## config.mk

```make
export PLATFORM = sky130hd
export DESIGN_NAME = http_request_line_parser_core
export DESIGN_NICKNAME = d
export VERILOG_FILES = /design/src/rtl/hrlp_pkg.sv /design/src/rtl/hrlp_front.sv /design/src/rtl/hrlp_queue.sv /design/src/rtl/hrlp_back.sv /design/src/rtl/http_request_line_parser_core.sv
export SDC_FILE = /design/constraint.sdc
export NUM_CORES = 1
export LEC_CHECK = 0
export ABC_AREA = 1
export BUFFER_PORTS_ARGS = -buffer_cell sky130_fd_sc_hd__buf_2
export CORE_ASPECT_RATIO = 1.2
export CORE_MARGIN = 4
export CORE_UTILIZATION = 50
export CTS_CLUSTER_DIAMETER = 120
export DETAILED_ROUTE_END_ITERATION = 10
export MAX_ROUTING_LAYER = met4
export PLACE_DENSITY = 0.64
export SLEW_MARGIN = 20
export SYNTH_ARGS = -nofsm -noshare
export SYNTH_HDL_FRONTEND = slang
export SYNTH_SLANG_ARGS = --single-unit
export TNS_END_PERCENT = 20
```

## constraint.sdc

```tcl
create_clock -name aclk -period 3.5 [get_ports aclk]
set_input_delay 0 -clock aclk [delete_from_list [all_inputs] [get_ports aclk]]
set_output_delay 0 -clock aclk [all_outputs]
set_load 0.05 [all_outputs]
```

## src/rtl/hrlp_pkg.sv

```systemverilog
// Shared types, character constants and phase codes for the HTTP request line parser.
// Used by every module under rtl; depends on nothing else.
`timescale 1ns / 1ps
package hrlp_pkg;

    // Hard cap on the URL length; the configured limit is clipped to it.
    localparam int unsigned URL_MAX_BYTES = 4096;
    localparam int unsigned LEN_W         = 12;
    localparam int unsigned LIMIT_W       = LEN_W + 1;
    localparam logic [LEN_W-1:0] LEN_MAX  = {LEN_W{1'b1}};
    localparam logic [LEN_W-1:0] MAX_URL_LEN_RESET = 12'd255;

    localparam int unsigned QUEUE_DEPTH = 4;
    localparam int unsigned QUEUE_AW    = $clog2(QUEUE_DEPTH);
    localparam int unsigned QUEUE_CW    = $clog2(QUEUE_DEPTH + 1);

    localparam logic [7:0] CHAR_SPACE = 8'h20;
    localparam logic [7:0] CHAR_SLASH = 8'h2F;
    localparam logic [7:0] CHAR_CR    = 8'h0D;
    localparam logic [7:0] CHAR_LF    = 8'h0A;

    localparam logic [39:0] WORD_GET   = 40'h00_0047_4554;
    localparam logic [39:0] WORD_POST  = 40'h00_504F_5354;
    localparam logic [39:0] WORD_HTTP  = 40'h00_4854_5450;
    localparam logic [39:0] WORD_HTTPS = 40'h48_5454_5053;

    localparam logic [2:0] PH_METHOD   = 3'd0;
    localparam logic [2:0] PH_URL      = 3'd1;
    localparam logic [2:0] PH_PROTO    = 3'd2;
    localparam logic [2:0] PH_VERSION  = 3'd3;
    localparam logic [2:0] PH_HEADERS  = 3'd4;
    localparam logic [2:0] PH_BODY     = 3'd5;
    localparam logic [2:0] PH_FINISHED = 3'd6;
    localparam logic [2:0] PH_ERROR    = 3'd7;

    localparam logic [1:0] METHOD_NONE = 2'd0;
    localparam logic [1:0] METHOD_GET  = 2'd1;
    localparam logic [1:0] METHOD_POST = 2'd2;

    localparam logic [1:0] PROTO_UNKNOWN = 2'd0;
    localparam logic [1:0] PROTO_HTTP    = 2'd1;
    localparam logic [1:0] PROTO_HTTPS   = 2'd2;

    localparam logic [1:0] KIND_NONE = 2'd0;
    localparam logic [1:0] KIND_URL  = 2'd1;
    localparam logic [1:0] KIND_BODY = 2'd2;

    typedef enum logic [7:0] {
        PHASE_METHOD   = 8'b0000_0001,
        PHASE_URL      = 8'b0000_0010,
        PHASE_PROTO    = 8'b0000_0100,
        PHASE_VERSION  = 8'b0000_1000,
        PHASE_HEADERS  = 8'b0001_0000,
        PHASE_BODY     = 8'b0010_0000,
        PHASE_FINISHED = 8'b0100_0000,
        PHASE_ERROR    = 8'b1000_0000
    } phase_t;

    typedef struct packed {
        logic [7:0] data_byte;
        logic       end_of_buffer;
        logic       start_of_request;
    } hrlp_in_t;

    typedef struct packed {
        logic [2:0] parse_phase;
        logic [1:0] method_code;
        logic [1:0] proto_code;
        logic [7:0] payload_byte;
        logic [1:0] payload_kind;
        logic       headers_done;
    } hrlp_out_t;

    // A byte after classification, as it waits in the queue.
    typedef struct packed {
        logic [7:0] data_byte;
        logic       end_of_buffer;
        logic       start_of_request;
        logic       is_space;
        logic       is_slash;
        logic       is_cr;
        logic       is_lf;
    } hrlp_item_t;

    typedef struct packed {
        logic full;
        logic empty;
    } hrlp_qstat_t;

    function automatic logic [2:0] phase_code(input phase_t ph);
        logic [2:0] code;
        case (ph)
            PHASE_METHOD:   code = PH_METHOD;
            PHASE_URL:      code = PH_URL;
            PHASE_PROTO:    code = PH_PROTO;
            PHASE_VERSION:  code = PH_VERSION;
            PHASE_HEADERS:  code = PH_HEADERS;
            PHASE_BODY:     code = PH_BODY;
            PHASE_FINISHED: code = PH_FINISHED;
            default:        code = PH_ERROR;
        endcase
        return code;
    endfunction

endpackage

```

## src/rtl/hrlp_front.sv

```systemverilog
// Front end: accepts request bytes and tags the delimiter characters.
// Depends on hrlp_pkg.
`timescale 1ns / 1ps
module hrlp_front import hrlp_pkg::*; (
    input  logic        s_valid,
    output logic        s_ready,
    input  hrlp_in_t    s_data,
    input  hrlp_qstat_t q_stat,
    output logic        wr_en,
    output hrlp_item_t  wr_item
);

    assign s_ready = ~q_stat.full;
    assign wr_en   = s_valid & ~q_stat.full;

    always_comb begin
        wr_item.data_byte        = s_data.data_byte;
        wr_item.end_of_buffer    = s_data.end_of_buffer;
        wr_item.start_of_request = s_data.start_of_request;
        wr_item.is_space         = (s_data.data_byte == CHAR_SPACE);
        wr_item.is_slash         = (s_data.data_byte == CHAR_SLASH);
        wr_item.is_cr            = (s_data.data_byte == CHAR_CR);
        wr_item.is_lf            = (s_data.data_byte == CHAR_LF);
    end

endmodule

```

## src/rtl/hrlp_queue.sv

```systemverilog
// Short queue of classified bytes between the front end and the parse engine.
// Depends on hrlp_pkg.
`timescale 1ns / 1ps
module hrlp_queue import hrlp_pkg::*; (
    input  logic        aclk,
    input  logic        aresetn,
    input  logic        wr_en,
    input  hrlp_item_t  wr_item,
    input  logic        rd_en,
    output hrlp_item_t  rd_item,
    output hrlp_qstat_t q_stat
);

    hrlp_item_t          slot_reg [QUEUE_DEPTH];
    logic [QUEUE_AW-1:0] wptr_reg, wptr_next;
    logic [QUEUE_AW-1:0] rptr_reg, rptr_next;
    logic [QUEUE_CW-1:0] count_reg, count_next;
    logic                do_wr, do_rd;

    assign q_stat.full  = (count_reg == QUEUE_CW'(QUEUE_DEPTH));
    assign q_stat.empty = (count_reg == '0);
    assign do_wr        = wr_en & ~q_stat.full;
    assign do_rd        = rd_en & ~q_stat.empty;
    assign rd_item      = slot_reg[rptr_reg];

    always_comb begin
        wptr_next  = do_wr ? wptr_reg + 1'b1 : wptr_reg;
        rptr_next  = do_rd ? rptr_reg + 1'b1 : rptr_reg;
        count_next = count_reg;
        if (do_wr && !do_rd) begin
            count_next = count_reg + 1'b1;
        end else if (do_rd && !do_wr) begin
            count_next = count_reg - 1'b1;
        end
    end

    always_ff @(posedge aclk) begin
        if (!aresetn) begin
            wptr_reg  <= '0;
            rptr_reg  <= '0;
            count_reg <= '0;
        end else begin
            wptr_reg  <= wptr_next;
            rptr_reg  <= rptr_next;
            count_reg <= count_next;
        end
    end

    always_ff @(posedge aclk) begin
        if (do_wr) begin
            slot_reg[wptr_reg] <= wr_item;
        end
    end

endmodule

```

## src/rtl/hrlp_back.sv

```systemverilog
// Parse engine: steps the phase machine once per queued byte and registers the result.
// Depends on hrlp_pkg.
`timescale 1ns / 1ps
module hrlp_back import hrlp_pkg::*; (
    input  logic             aclk,
    input  logic             aresetn,
    input  hrlp_item_t       rd_item,
    input  hrlp_qstat_t      q_stat,
    output logic             rd_en,
    input  logic [LEN_W-1:0] max_url_len,
    output logic             m_valid,
    input  logic             m_ready,
    output hrlp_out_t        m_data
);

    phase_t           phase_reg, phase_next, phase_cur;
    logic [1:0]       method_reg, method_next, method_cur;
    logic [1:0]       proto_reg, proto_next, proto_cur;
    logic [LEN_W-1:0] tlen_reg, tlen_next, tlen_cur, tlen_sat;
    logic [39:0]      twin_reg, twin_next, twin_cur, twin_push;
    logic             after_cr_reg, after_cr_next, after_cr_cur;
    logic             line_empty_reg, line_empty_next, line_empty_cur;
    logic             out_valid_reg, out_valid_next;
    hrlp_out_t        out_data_reg, out_data_next;
    logic [LIMIT_W-1:0] url_limit;
    logic             fire;
    logic [7:0]       pay;
    logic [1:0]       kind;
    logic             hdone;

    assign fire    = ~q_stat.empty & (~out_valid_reg | m_ready);
    assign rd_en   = fire;
    assign m_valid = out_valid_reg;
    assign m_data  = out_data_reg;

    // The smaller of the configured limit and the hard cap.
    assign url_limit = (LIMIT_W'(URL_MAX_BYTES) < {1'b0, max_url_len})
                     ? LIMIT_W'(URL_MAX_BYTES) : {1'b0, max_url_len};

    always_comb begin
        // A start-of-request byte restarts the parse before it is used.
        if (rd_item.start_of_request) begin
            phase_cur      = PHASE_METHOD;
            method_cur     = METHOD_NONE;
            proto_cur      = PROTO_UNKNOWN;
            tlen_cur       = '0;
            twin_cur       = '0;
            after_cr_cur   = 1'b0;
            line_empty_cur = 1'b0;
        end else begin
            phase_cur      = phase_reg;
            method_cur     = method_reg;
            proto_cur      = proto_reg;
            tlen_cur       = tlen_reg;
            twin_cur       = twin_reg;
            after_cr_cur   = after_cr_reg;
            line_empty_cur = line_empty_reg;
        end

        twin_push = {twin_cur[31:0], rd_item.data_byte};
        tlen_sat  = (tlen_cur == LEN_MAX) ? tlen_cur : tlen_cur + 1'b1;

        phase_next      = phase_cur;
        method_next     = method_cur;
        proto_next      = proto_cur;
        tlen_next       = tlen_cur;
        twin_next       = twin_cur;
        after_cr_next   = after_cr_cur;
        line_empty_next = line_empty_cur;
        pay             = 8'h00;
        kind            = KIND_NONE;
        hdone           = 1'b0;

        case (phase_cur)
            PHASE_METHOD: begin
                if (rd_item.is_space) begin
                    if (tlen_cur == LEN_W'(3) && twin_cur == WORD_GET) begin
                        method_next = METHOD_GET;
                        phase_next  = PHASE_URL;
                    end else if (tlen_cur == LEN_W'(4) && twin_cur == WORD_POST) begin
                        method_next = METHOD_POST;
                        phase_next  = PHASE_URL;
                    end else if (method_cur != METHOD_NONE) begin
                        phase_next  = PHASE_URL;
                    end else begin
                        phase_next  = PHASE_ERROR;
                    end
                    tlen_next = '0;
                    twin_next = '0;
                end else begin
                    tlen_next = tlen_sat;
                    twin_next = twin_push;
                end
            end
            PHASE_URL: begin
                if (rd_item.is_space) begin
                    phase_next = PHASE_PROTO;
                    tlen_next  = '0;
                    twin_next  = '0;
                end else if ({1'b0, tlen_cur} >= url_limit) begin
                    phase_next = PHASE_ERROR;
                end else begin
                    tlen_next = tlen_cur + 1'b1;
                    pay       = rd_item.data_byte;
                    kind      = KIND_URL;
                end
            end
            PHASE_PROTO: begin
                if (rd_item.is_slash) begin
                    if (tlen_cur == LEN_W'(4) && twin_cur == WORD_HTTP) begin
                        proto_next = PROTO_HTTP;
                    end else if (tlen_cur == LEN_W'(5) && twin_cur == WORD_HTTPS) begin
                        proto_next = PROTO_HTTPS;
                    end
                    phase_next    = PHASE_VERSION;
                    tlen_next     = '0;
                    twin_next     = '0;
                    after_cr_next = 1'b0;
                end else begin
                    tlen_next = tlen_sat;
                    twin_next = twin_push;
                end
            end
            PHASE_VERSION: begin
                if (rd_item.is_lf && after_cr_cur) begin
                    phase_next      = PHASE_HEADERS;
                    line_empty_next = 1'b1;
                    after_cr_next   = 1'b0;
                end else begin
                    after_cr_next = rd_item.is_cr;
                end
            end
            PHASE_HEADERS: begin
                if (rd_item.is_lf && after_cr_cur) begin
                    after_cr_next = 1'b0;
                    if (line_empty_cur) begin
                        hdone      = 1'b1;
                        phase_next = rd_item.end_of_buffer ? PHASE_FINISHED : PHASE_BODY;
                    end else begin
                        line_empty_next = 1'b1;
                    end
                end else if (rd_item.is_cr) begin
                    // Two CRs in a row: the first was line content.
                    if (after_cr_cur) begin
                        line_empty_next = 1'b0;
                    end
                    after_cr_next = 1'b1;
                end else begin
                    line_empty_next = 1'b0;
                    after_cr_next   = 1'b0;
                end
            end
            PHASE_BODY: begin
                pay  = rd_item.data_byte;
                kind = KIND_BODY;
                if (rd_item.end_of_buffer) begin
                    phase_next = PHASE_FINISHED;
                end
            end
            default: begin
            end
        endcase

        out_data_next.parse_phase  = phase_code(phase_next);
        out_data_next.method_code  = method_next;
        out_data_next.proto_code   = proto_next;
        out_data_next.payload_byte = pay;
        out_data_next.payload_kind = kind;
        out_data_next.headers_done = hdone;

        if (fire) begin
            out_valid_next = 1'b1;
        end else if (m_ready) begin
            out_valid_next = 1'b0;
        end else begin
            out_valid_next = out_valid_reg;
        end
    end

    always_ff @(posedge aclk) begin
        if (!aresetn) begin
            phase_reg      <= PHASE_METHOD;
            method_reg     <= METHOD_NONE;
            proto_reg      <= PROTO_UNKNOWN;
            tlen_reg       <= '0;
            twin_reg       <= '0;
            after_cr_reg   <= 1'b0;
            line_empty_reg <= 1'b0;
            out_valid_reg  <= 1'b0;
        end else begin
            out_valid_reg <= out_valid_next;
            if (fire) begin
                phase_reg      <= phase_next;
                method_reg     <= method_next;
                proto_reg      <= proto_next;
                tlen_reg       <= tlen_next;
                twin_reg       <= twin_next;
                after_cr_reg   <= after_cr_next;
                line_empty_reg <= line_empty_next;
            end
        end
    end

    always_ff @(posedge aclk) begin
        if (fire) begin
            out_data_reg <= out_data_next;
        end
    end

endmodule

```

## src/rtl/http_request_line_parser_core.sv

```systemverilog
// An accepted item is written into the queue when it is taken; the parse engine then pops it,
// and the phase step loads its result into the output register once that register is free.
// The parse engine takes one item per cycle while its output register is free or being taken.
// A four-entry queue lets the input keep taking items while the output stalls, until full.
// Reset (aresetn, synchronous, active low) empties the queue, clears the parse to the
// method phase and sets max_url_len to 255.
`timescale 1ns / 1ps
// Top level of the HTTP request line parser; instantiates hrlp_front, hrlp_queue
// and hrlp_back, and uses hrlp_pkg.
module http_request_line_parser_core import hrlp_pkg::*; (
    input  logic             aclk,
    input  logic             aresetn,
    input  logic             cfg_wr_en,
    input  logic [LEN_W-1:0] cfg_wr_data,
    input  logic             s_valid,
    output logic             s_ready,
    input  hrlp_in_t         s_data,
    output logic             m_valid,
    input  logic             m_ready,
    output hrlp_out_t        m_data
);

    // The URL length limit. The user must write it only while the block is idle (the block
    // does not enforce this), so the engine can read it directly without any staging.
    logic [LEN_W-1:0] max_url_len_reg, max_url_len_next;

    hrlp_qstat_t q_stat;
    logic        q_wr_en;
    hrlp_item_t  q_wr_item;
    logic        q_rd_en;
    hrlp_item_t  q_rd_item;

    assign max_url_len_next = cfg_wr_en ? cfg_wr_data : max_url_len_reg;

    always_ff @(posedge aclk) begin
        if (!aresetn) begin
            max_url_len_reg <= MAX_URL_LEN_RESET;
        end else begin
            max_url_len_reg <= max_url_len_next;
        end
    end

    // The front end takes an item whenever the queue has room and marks the
    // space, slash, CR and LF characters that drive the phase machine.
    hrlp_front u_front (
        .s_valid (s_valid),
        .s_ready (s_ready),
        .s_data  (s_data),
        .q_stat  (q_stat),
        .wr_en   (q_wr_en),
        .wr_item (q_wr_item)
    );

    // The queue decouples acceptance from result delivery, so a stalled
    // result channel does not immediately stall the input.
    hrlp_queue u_queue (
        .aclk    (aclk),
        .aresetn (aresetn),
        .wr_en   (q_wr_en),
        .wr_item (q_wr_item),
        .rd_en   (q_rd_en),
        .rd_item (q_rd_item),
        .q_stat  (q_stat)
    );

    // The engine pops one item whenever its output register is free or being
    // taken, updates the parse state and registers exactly one result item.
    hrlp_back u_back (
        .aclk        (aclk),
        .aresetn     (aresetn),
        .rd_item     (q_rd_item),
        .q_stat      (q_stat),
        .rd_en       (q_rd_en),
        .max_url_len (max_url_len_reg),
        .m_valid     (m_valid),
        .m_ready     (m_ready),
        .m_data      (m_data)
    );

endmodule
```

==> metrics, run 1 <==
status=complete, no violations; Die Ht=153.6 um; Lkg Pwr=about 0.0046 uW; min Tclk post-route=3.133 ns; filler instances=1618; commonest non-fill, non-tap cell in the layout=nand2_1; DRT antenna net count=0; Largest register FFs=56; Register-to-Register Path Depth=21; Cells after Synth=1112; post-place setup slack=0.2121 ns; Final Wtd Congestion=between 0.9 and 1; nets@finish=1229; clock latency on the worst-skew pair=0.43 ns; vias in the first global route=7494; endpoint type of the worst setup path=flip-flop; overall power=10190 uW; Buffers & Inverters on Critical Path=2; vias per cell=5.512; reg2reg end=u_back.m_data[16]$_DFFE_PP_; initial antenna violation count=0; Worst Path Arrival=3.32 ns; critical path depth=21; Worst EP required=3.68 ns; Crit path max-delay family=simple AND/OR/NAND/NOR gates; Initial Utilization=50.66%; GRT Total Usage=23.98%; I/O pins=47; post-CTS setup buffer count=0; clk buf depth=2; RSZ-0062 raised after global routing=false; crit-path most repeated cell=nand2_1; Mapped Area=8835 sq um; Setup crit start kind=flip-flop; clock sink count=162; setup violators final=0; synthesized area per cell=7.945 sq um; Worst R2R Setup Slack=between 0.3 and 0.4 ns; crit-path cells=inv_2 -> nand2_1 -> nand3_2 -> nand2_8 -> nand2_4 -> inv_1 -> ha_1 -> a21oi_1 -> nand2_1 -> nor2_1 -> nand2_1 -> nand2_2 -> nand2_2 -> nand2_2 -> nand4_1 -> nor2_1 -> nand2_1 -> nand2_1 -> nor2_1 -> nand2_1 -> nand2_1; layout cells sized above 1=14.26%; Crit Path Class=reg2reg; area grow syn2layout=15.66%; port bufs=46; post-DP HPWL=15490 um; max-slew violation count=0; synth unique cells=55; YS warnings=0; Fin Clk Skew=0.01144 ns; worst setup margin=around 0.37 ns; antenna fix cells=0; EDFF count, synth=between 70 and 80; vias=7822; power density cells=997.0 nW/um^2; CP peak stage delay=0.44 ns; worst hold path type=in2reg; register bit total from synthesis=162; die width=129.3 um; most frequent cells in the layout=nand2_1 (197), inv_1 (143), nor2_1 (109); critical path endpoint=u_back.m_data[16]$_DFFE_PP_; Core Rows=53; Max transition margin=roughly 41%; Worst IR Drop VDD=458.5 uV; die area=19870 sq um; FMAX=about 0.32 GHz; Post-synth top flop=dfxtp_1; largest net degree at the start of global routing=79; Worst-Margin Slew=slightly below 0.9 ns; Crit-path slowest cell=dfxtp_1; Crit Path Max Fanout=11; total gr overflow=0; clock slew at reported path FFs=~0.060 ns; max-cap violation count=0; drt wl/cell=between 15 and 20 um; ys async rst share=0%; DR pass1 iterations=7; DR iter-0 viols=456; Tcrit/Tclk final=between 80% and 90%; CTS tree=done; DRC Markers=0; sequential area share after synthesis=45.09%; syn nets=roughly 1200; CTS Buf Count=17; H-Tree Depth=4; root buffer cell=clkbuf_16; setup_tns=0 ns; Final Hold Viols=0; placeable core region=roughly 17000 sq um; Total Routed Length=around 22000 um; first-pass GRT wire length=37120 um
==> worst min path at each step <==
| stage | startpoint | cells past startpoint | to |
|---|---|---|---|
| floorplan | s_data[6] | 0 | u_queue.slot_reg[0][10]$_DFFE_PP_ |
| global placement | cfg_wr_data[0] | 3 | max_url_len_reg[0]$_SDFFE_PN1P_ |
| detailed placement | cfg_wr_data[1] | 3 | max_url_len_reg[1]$_SDFFE_PN1P_ |
| CTS | s_valid | 3 | u_queue.wptr_reg[0]$_SDFFE_PN0P_ |
| global route | s_valid | 3 | u_queue.wptr_reg[0]$_SDFFE_PN0P_ |
| finish | s_valid | 3 | u_queue.wptr_reg[1]$_SDFFE_PN0P_ |
==> synth_stat cells (all sizes together) (3+ instances only) <==
cell type	n	share of area, %
nand4	21	1.6
nand3	60	4.0
nor3	13	0.85
nand2	225	11
buf	23	2.2
a32oi	8	0.79
a21oi	99	5.6
o21ai	87	5.1
o22ai	3	0.21
nand3b	6	0.51
o211ai	21	1.8
nor4	10	0.78
dfxtp	88	20
clkbuf	25	1.1
ha	15	2.1
edfxtp	74	25
xor2	4	0.40
o221ai	5	0.50
inv	159	6.8
clkinv	3	0.13
a31oi	7	0.50
nor2	118	5.7
a221oi	20	2.0
==> logic make-up (layout without fill, tap and decap cells) <==
| family | count (synthesis) | count (layout) | synth area share (%) |
|---|---|---|---|
| adder cells (fa/ha/maj) | 16 | 16 | 2.351 |
| AND/OR/NAND/NOR | 460 | 460 | 24.56 |
| buffers and inverters | 210 | 297 | 10.13 |
| XOR/XNOR | 4 | 4 | 0.3965 |
| AO/OA/AOI/OAI | 260 | 260 | 17.48 |
| flip-flops | 162 | 162 | 45.09 |
==> tightest hold or removal path, stage by stage <==
cell,delay (ns)
buf_2,0.10
nand2_1,0.23
a21oi_1,0.11
==> report_power, final <==
| part | switching (uW) | internal [uW] | total (uW) |
|---|---|---|---|
| registers | 367 | 2610 | 2970 |
| clock network | 777 | 1150 | 1930 |
| logic | 3750 | 1540 | 5290 |
==> stage by stage <==
step	util, %	hold WS (ns)	std cells	instance area (sq um)
after floorplan	-	0.09887	1112	8835
after global placement	52.93	0.2100	1350	9231
after detailed placement	52.93	0.2157	1350	9231
after CTS	58.51	0.04665	1419	10200
after global routing	58.59	0.1053	1419	10220
final	58.59	0.05742	1419	10220
==> repair_timing <==
item,in CTS,in global routing
gates resized for setup,0,2
hold buffers,37,0
setup endpoints to repair,0,8
hold endpoints to repair,57,0
==> final cells by class <==
cell class / count / area (sq um) / share of cell area (%)
Sequential cell: 162 / 3984 / 38.99
Inverter: 162 / 608.1 / 5.951
Tap cell: 220 / 275.3 / 2.694
Multi-Input combinational cell: 740 / 3985 / 39.00
Timing Repair Buffer: 103 / 763.2 / 7.469
Clock buffer: 21 / 450.4 / 4.408
Clock inverter: 11 / 152.6 / 1.494
==> per-layer routing <==
layer,global-route usage [%],part of all wire [%]
met1,28.74,43
met2,40.93,50
met3,3.092,3.9
met4,9.005,3.0
met5,-,0
(Power assumes the default switching activity.)
==> inputs of run 2 (changes only) <==
- CELL_PAD_IN_SITES_DETAIL_PLACEMENT: unset -> 2
- CELL_PAD_IN_SITES_GLOBAL_PLACEMENT: unset -> 2
- CORE_UTILIZATION: 50 -> 37
- PLACE_DENSITY: 0.64 -> 0.77
==> run 2 against run 1 <==
Worst setup slack worse by 0.11 ns. Clock skew up 0.012 ns. Global-route usage is 0.90 points higher. Cell count is 6.9% higher. Flip-flop and latch count stayed put. Critical endpoint unchanged.
==> metrics, run 2 (same netlist as run 1, synthesis figures left out) <==
Initial Utilization=37.83%; post-DP HPWL=21530 um; DRT antenna net count=0; die width=149.1 um; min Tclk post-route=3.244 ns; FMAX=slightly above 0.3 GHz; Final Core Density=44.46%; DR pass1 iterations=5; CTS Buf Count=17; Worst R2R Setup Slack=0.26 ns; clock latency on the worst-skew pair=0.45 ns; max-slew violation count=0; largest net degree at the start of global routing=50; overall power=10820 uW; I/O pins=47; worst hold path type=in2reg; hold worst-path end=u_queue.wptr_reg[1]$_SDFFE_PN0P_; clock sink count=162; Setup crit start kind=flip-flop; status=complete, no violations; Register-to-Register Path Depth=24; hold path cells=3; Core Rows=approximately 60; crit-path most repeated cell=nand2_1; Max transition margin=roughly 43%; Worst Path Arrival=~3.4 ns; Worst-Margin Slew=between 0.8 and 0.9 ns; root buffer cell=clkbuf_16; reg2reg end=u_back.m_data[16]$_DFFE_PP_; max-cap violation count=0; post-route cell area=10380 sq um; Crit-path slowest cell=dfxtp_4; layout cells sized above 1=15.22%; Final Hold Viols=0; H-Tree Depth=4; HP Start=s_valid; vias per cell=5.412; DRC Markers=0; clk buf depth=2; setup_tns=0 ns; first-pass GRT wire length=approximately 50000 um; Placed Instance Area=~9400 sq um; CP peak stage delay=approximately 0.4 ns; clock slew at reported path FFs=about 0.08 ns; total gr overflow=0; commonest non-fill, non-tap cell in the layout=nand2_1; area grow syn2layout=17.53%; nets@finish=1232; Largest register FFs=between 50 and 60; Fin Clk Skew=approximately 0.023 ns; vias=8210; vias in the first global route=between 9000 and 10000; Buffers & Inverters on Critical Path=3; Final Wtd Congestion=0.8520; CTS tree=done; antenna fix cells=0; die area=26420 sq um; GRT Total Usage=24.88%; DR iter-0 viols=approximately 330; Worst EP required=3.69 ns; setup violators final=0; drt wl/cell=20.83 um; power density cells=about 1000 nW/um^2; Lkg Pwr=0.004606 uW; endpoint type of the worst setup path=flip-flop; Tcrit/Tclk final=92.68%; Crit Path Max Fanout=11; Die Ht=177.3 um; Worst IR Drop VDD=approximately 600 uV; port bufs=46; Crit path max-delay family=simple AND/OR/NAND/NOR gates; Total Routed Length=approximately 32000 um; Crit Path Class=reg2reg; placeable core region=23350 sq um; initial antenna violation count=0; most frequent cells in the layout=nand2_1 (197), inv_1 (143), nor2_1 (107); crit-path cells=inv_2 -> nand2_1 -> nand3_2 -> nand2_4 -> buf_12 -> nand2_4 -> ha_1 -> inv_1 -> nand2_1 -> nand2_1 -> a21boi_1 -> o21bai_1 -> nand3_1 -> nand2_1 -> nand2_2 -> nand2_2 -> nand2_2 -> nand3_2 -> nor3_2 -> nand2_1 -> nand2_1 -> nor2_1 -> nand2_1 -> nand2_1
==> run 2: changes by cell type in the layout (fill, tap and decap cells not counted), moves of 2 or more <==
cell / previous run / this run
buf_12: 1 / 3
clkinv_4: 1 / 3
clkinvlp_4: 2 / 0
buf_4: 19 / 22
clkbuf_1: 3 / 1
nor2_1: 109 / 107
inv_8: 0 / 4
nor2_2: 3 / 5
dlygate4sd3_1: 37 / 34
clkinv_8: 0 / 4
bufinv_16: 3 / 0
==> run 2: cell type report <==
cell class	count	area, sq um
inverters	162	608.1
clock inverters	14	162.7
clock buffers	18	429.2
well taps	315	394.1
flip-flops and latches	162	3988
fillers	2696	12970
repair buffers	106	820.8
multi-input cells	740	3981
==> run 2: through the flow <==
step / setup slack [ns] / cells / hold slack (ns)
2_1_floorplan: 0.4610 / 1112 / 0.09887
3_3_place_gp: 0.3891 / 1450 / 0.2193
6_report: 0.2564 / 1517 / 0.02297
5_1_grt: -0.04899 / 1517 / 0.06170
3_5_place_dp: 0.1970 / 1450 / 0.2238
4_1_cts: 0.1296 / 1516 / 0.01404
==> run 2: metal layers <==
metal / vias to the layer above / global-route usage [%] / share of wire [%]
li1: 3921 / - / -
met1: 4147 / 27.32 / 41
met2: 101 / 46.90 / 55
met3: 41 / 2.894 / 1.7
met4: 0 / 7.364 / 2.3
met5: - / - / 0
==> run 2: timing repair <==
| action | CTS | global route |
|---|---|---|
| hold buffers | 34 | 0 |
| setup endpoints to repair | 0 | 7 |
| endpoints found under the hold margin | 57 | 0 |
| buffers inserted | 0 | 0 |
| gates resized for setup | 0 | 5 |
==> run 2: worst max path at each step <==
stage                     startpoint                              end  slack (ns)  cells past startpoint
after CTS                  flip-flop      u_back.m_data[17]$_DFFE_PP_        0.13                     23
final                      flip-flop      u_back.m_data[16]$_DFFE_PP_        0.26                     24
after floorplan            flip-flop      u_back.m_data[16]$_DFFE_PP_        0.46                     21
after global placement     flip-flop  u_back.tlen_reg[2]$_SDFFE_PN0P_        0.39                     15
after global routing       flip-flop      u_back.m_data[16]$_DFFE_PP_       -0.05                     25
after detailed placement   flip-flop      u_back.m_data[17]$_DFFE_PP_        0.20                     22
==> run 2: where the power goes <==
part	switching (uW)	leakage (uW)	internal [uW]
combinational	4190	0.00287	1670
clock	974	0.000288	964
sequential	414	0.00145	2610
total	5580	0.00461	5240
==> run 2: tightest hold or removal path, cell delays in order <==
cell	delay (ns)
buf_2	0.10
nand2_1	0.22
a21oi_1	0.11
==> inputs of run 3 (changes only) <==
- HOLD_SLACK_MARGIN: unset -> 0.12
==> run 3 against run 2 <==
Wire length is 1.8% higher. Die area did not move. Utilization increased by 0.48 points. Global-route usage grew 0.55 points. Critical path type unchanged. Largest cell class unchanged.
==> metrics, run 3 (same netlist as run 1, synthesis figures left out) <==
Die Ht=177.3 um; H-Tree Depth=4; post-place setup slack=0.1970 ns; Fin Clk Skew=0.02267 ns; Crit-path slowest cell=dfxtp_4; DRT antenna net count=0; grt met3 use=3.048%; clock slew at reported path FFs=0.08 ns; critical path depth=22; Largest register FFs=56; Total Routed Length=roughly 32000 um; clk buf depth=2; min Tclk post-route=3.199 ns; Worst-Margin Slew=about 0.85 ns; commonest non-fill, non-tap cell in the layout=nand2_1; Core Rows=61; Final Hold Viols=0; CP peak stage delay=about 0.37 ns; Buffers & Inverters on Critical Path=3; grt met1 use=27.71%; drt wl/cell=21.05 um; total gr overflow=0; endpoint type of the worst setup path=flip-flop; Worst IR Drop VDD=between 600 and 700 uV; vias per cell=5.444; DRC Markers=0; vias in the first global route=9224; first-pass GRT wire length=50870 um; Tcrit/Tclk final=91.39%; crit-path cells=inv_2 -> nand2_1 -> nand3_2 -> nand2_4 -> buf_12 -> nand2_4 -> clkinvlp_4 -> ha_1 -> a21oi_1 -> nand2_1 -> nor2_1 -> nand2_1 -> nand2_2 -> nand2_2 -> nand2_2 -> nand3_2 -> nor3_2 -> nand2_1 -> nand2_1 -> nor2_1 -> nand2_1 -> nand2_1; Worst Path Arrival=around 3.4 ns; CTS tree=done; hold_ws=about 0.20 ns; met2 Use GR=47.88%; status=complete, no violations; post-DP HPWL=between 20000 and 25000 um; post-route cell area=10500 sq um; FMAX=about 0.31 GHz; reg2reg end=u_back.m_data[16]$_DFFE_PP_; crit-path most repeated cell=nand2_1; worst setup margin=approximately 0.3 ns; Lkg Pwr=about 0.0046 uW; global-route layer with the greatest usage=met2; placeable core region=approximately 23000 sq um; power density cells=1036 nW/um^2; GRT Total Usage=25.43%; clock sink count=~160; port bufs=46; hold path cells=4; Placed Instance Area=9413 sq um; Final Wtd Congestion=0.8520; Setup crit start kind=flip-flop; root buffer cell=clkbuf_16; filler instances=2674; initial antenna violation count=0; layout cells sized above 1=15.25%; I/O pins=47; most frequent cells in the layout=nand2_1 (197), inv_1 (142), nor2_1 (107); vias=8318; nets@finish=1243; die width=between 100 and 150 um; setup_tns=0 ns; largest net degree at the start of global routing=50; CTS Buf Count=17; max-cap violation count=0; Max transition margin=42.77%; area grow syn2layout=18.79%; Crit Path Max Fanout=11; Worst EP required=3.69 ns; Worst R2R Setup Slack=0.30 ns; Initial Utilization=37.83%; worst hold path type=in2reg; die area=26420 sq um; max-slew violation count=0; setup violators final=0; Crit path max-delay family=simple AND/OR/NAND/NOR gates; Register-to-Register Path Depth=22; antenna fix cells=0; DR iter-0 viols=349; HP Start=aresetn; DR pass1 iterations=4; hold worst-path end=u_queue.count_reg[2]$_SDFFE_PN0P_; clock latency on the worst-skew pair=0.45 ns; Crit Path Class=reg2reg
-- run 3: worst max path at each step --
stage	endpoint	slack, ns
6_report	u_back.m_data[16]$_DFFE_PP_	0.30
5_1_grt	u_back.m_data[16]$_DFFE_PP_	-0.0005
4_1_cts	u_back.m_data[17]$_DFFE_PP_	0.13
3_5_place_dp	u_back.m_data[17]$_DFFE_PP_	0.20
3_3_place_gp	u_back.tlen_reg[2]$_SDFFE_PN0P_	0.39
2_1_floorplan	u_back.m_data[16]$_DFFE_PP_	0.46
-- run 3: repair_timing --
item	CTS	global route
endpoints found under the hold margin	71	0
setup endpoints to repair	0	8
gates resized for setup	0	6
hold buffers	44	0
setup buffers	0	1
-- run 3: layout make-up --
cell class / count / area, sq um / area share (%)
clock buffer: 18 / 429.2 / 4.089
clock inverter: 14 / 162.7 / 1.550
inverter: 162 / 611.8 / 5.830
multi-input combinational: 740 / 3981 / 37.94
sequential: 162 / 3988 / 37.99
tap: 315 / 394.1 / 3.755
timing repair buffer: 117 / 928.4 / 8.846
-- run 3: power by group --
group          switching (uW)  internal (uW)
combinational            4220           1690
sequential                418           2610
clock                     976            964
total                    5610           5260
-- run 3: routing by layer --
metal | vias up | routed length [um] | share of wire, %
met1 | 4222 | 13170 | 41
met2 | 97 | 17710 | 55
met4 | 0 | 795 | 2.5
met5 | - | 0 | 0
met3 | 49 | 494 | 1.5
li1 | 3950 | - | -
-- run 3: tightest hold or removal path, stage by stage --
cell and delay (ns):
buf_2 0.10, buf_4 0.30, o21ai_0 0.15, a21oi_1 0.05
-- run 3: stage by stage --
stage | cells | utilization, % | total power (uW)
detailed placement | 1450 | 40.30 | 8749
finish | 1528 | 44.94 | 10870
floorplan | 1112 | - | 7031
global route | 1528 | 44.94 | 11670
global placement | 1450 | 40.30 | 8574
CTS | 1526 | 44.72 | 10840
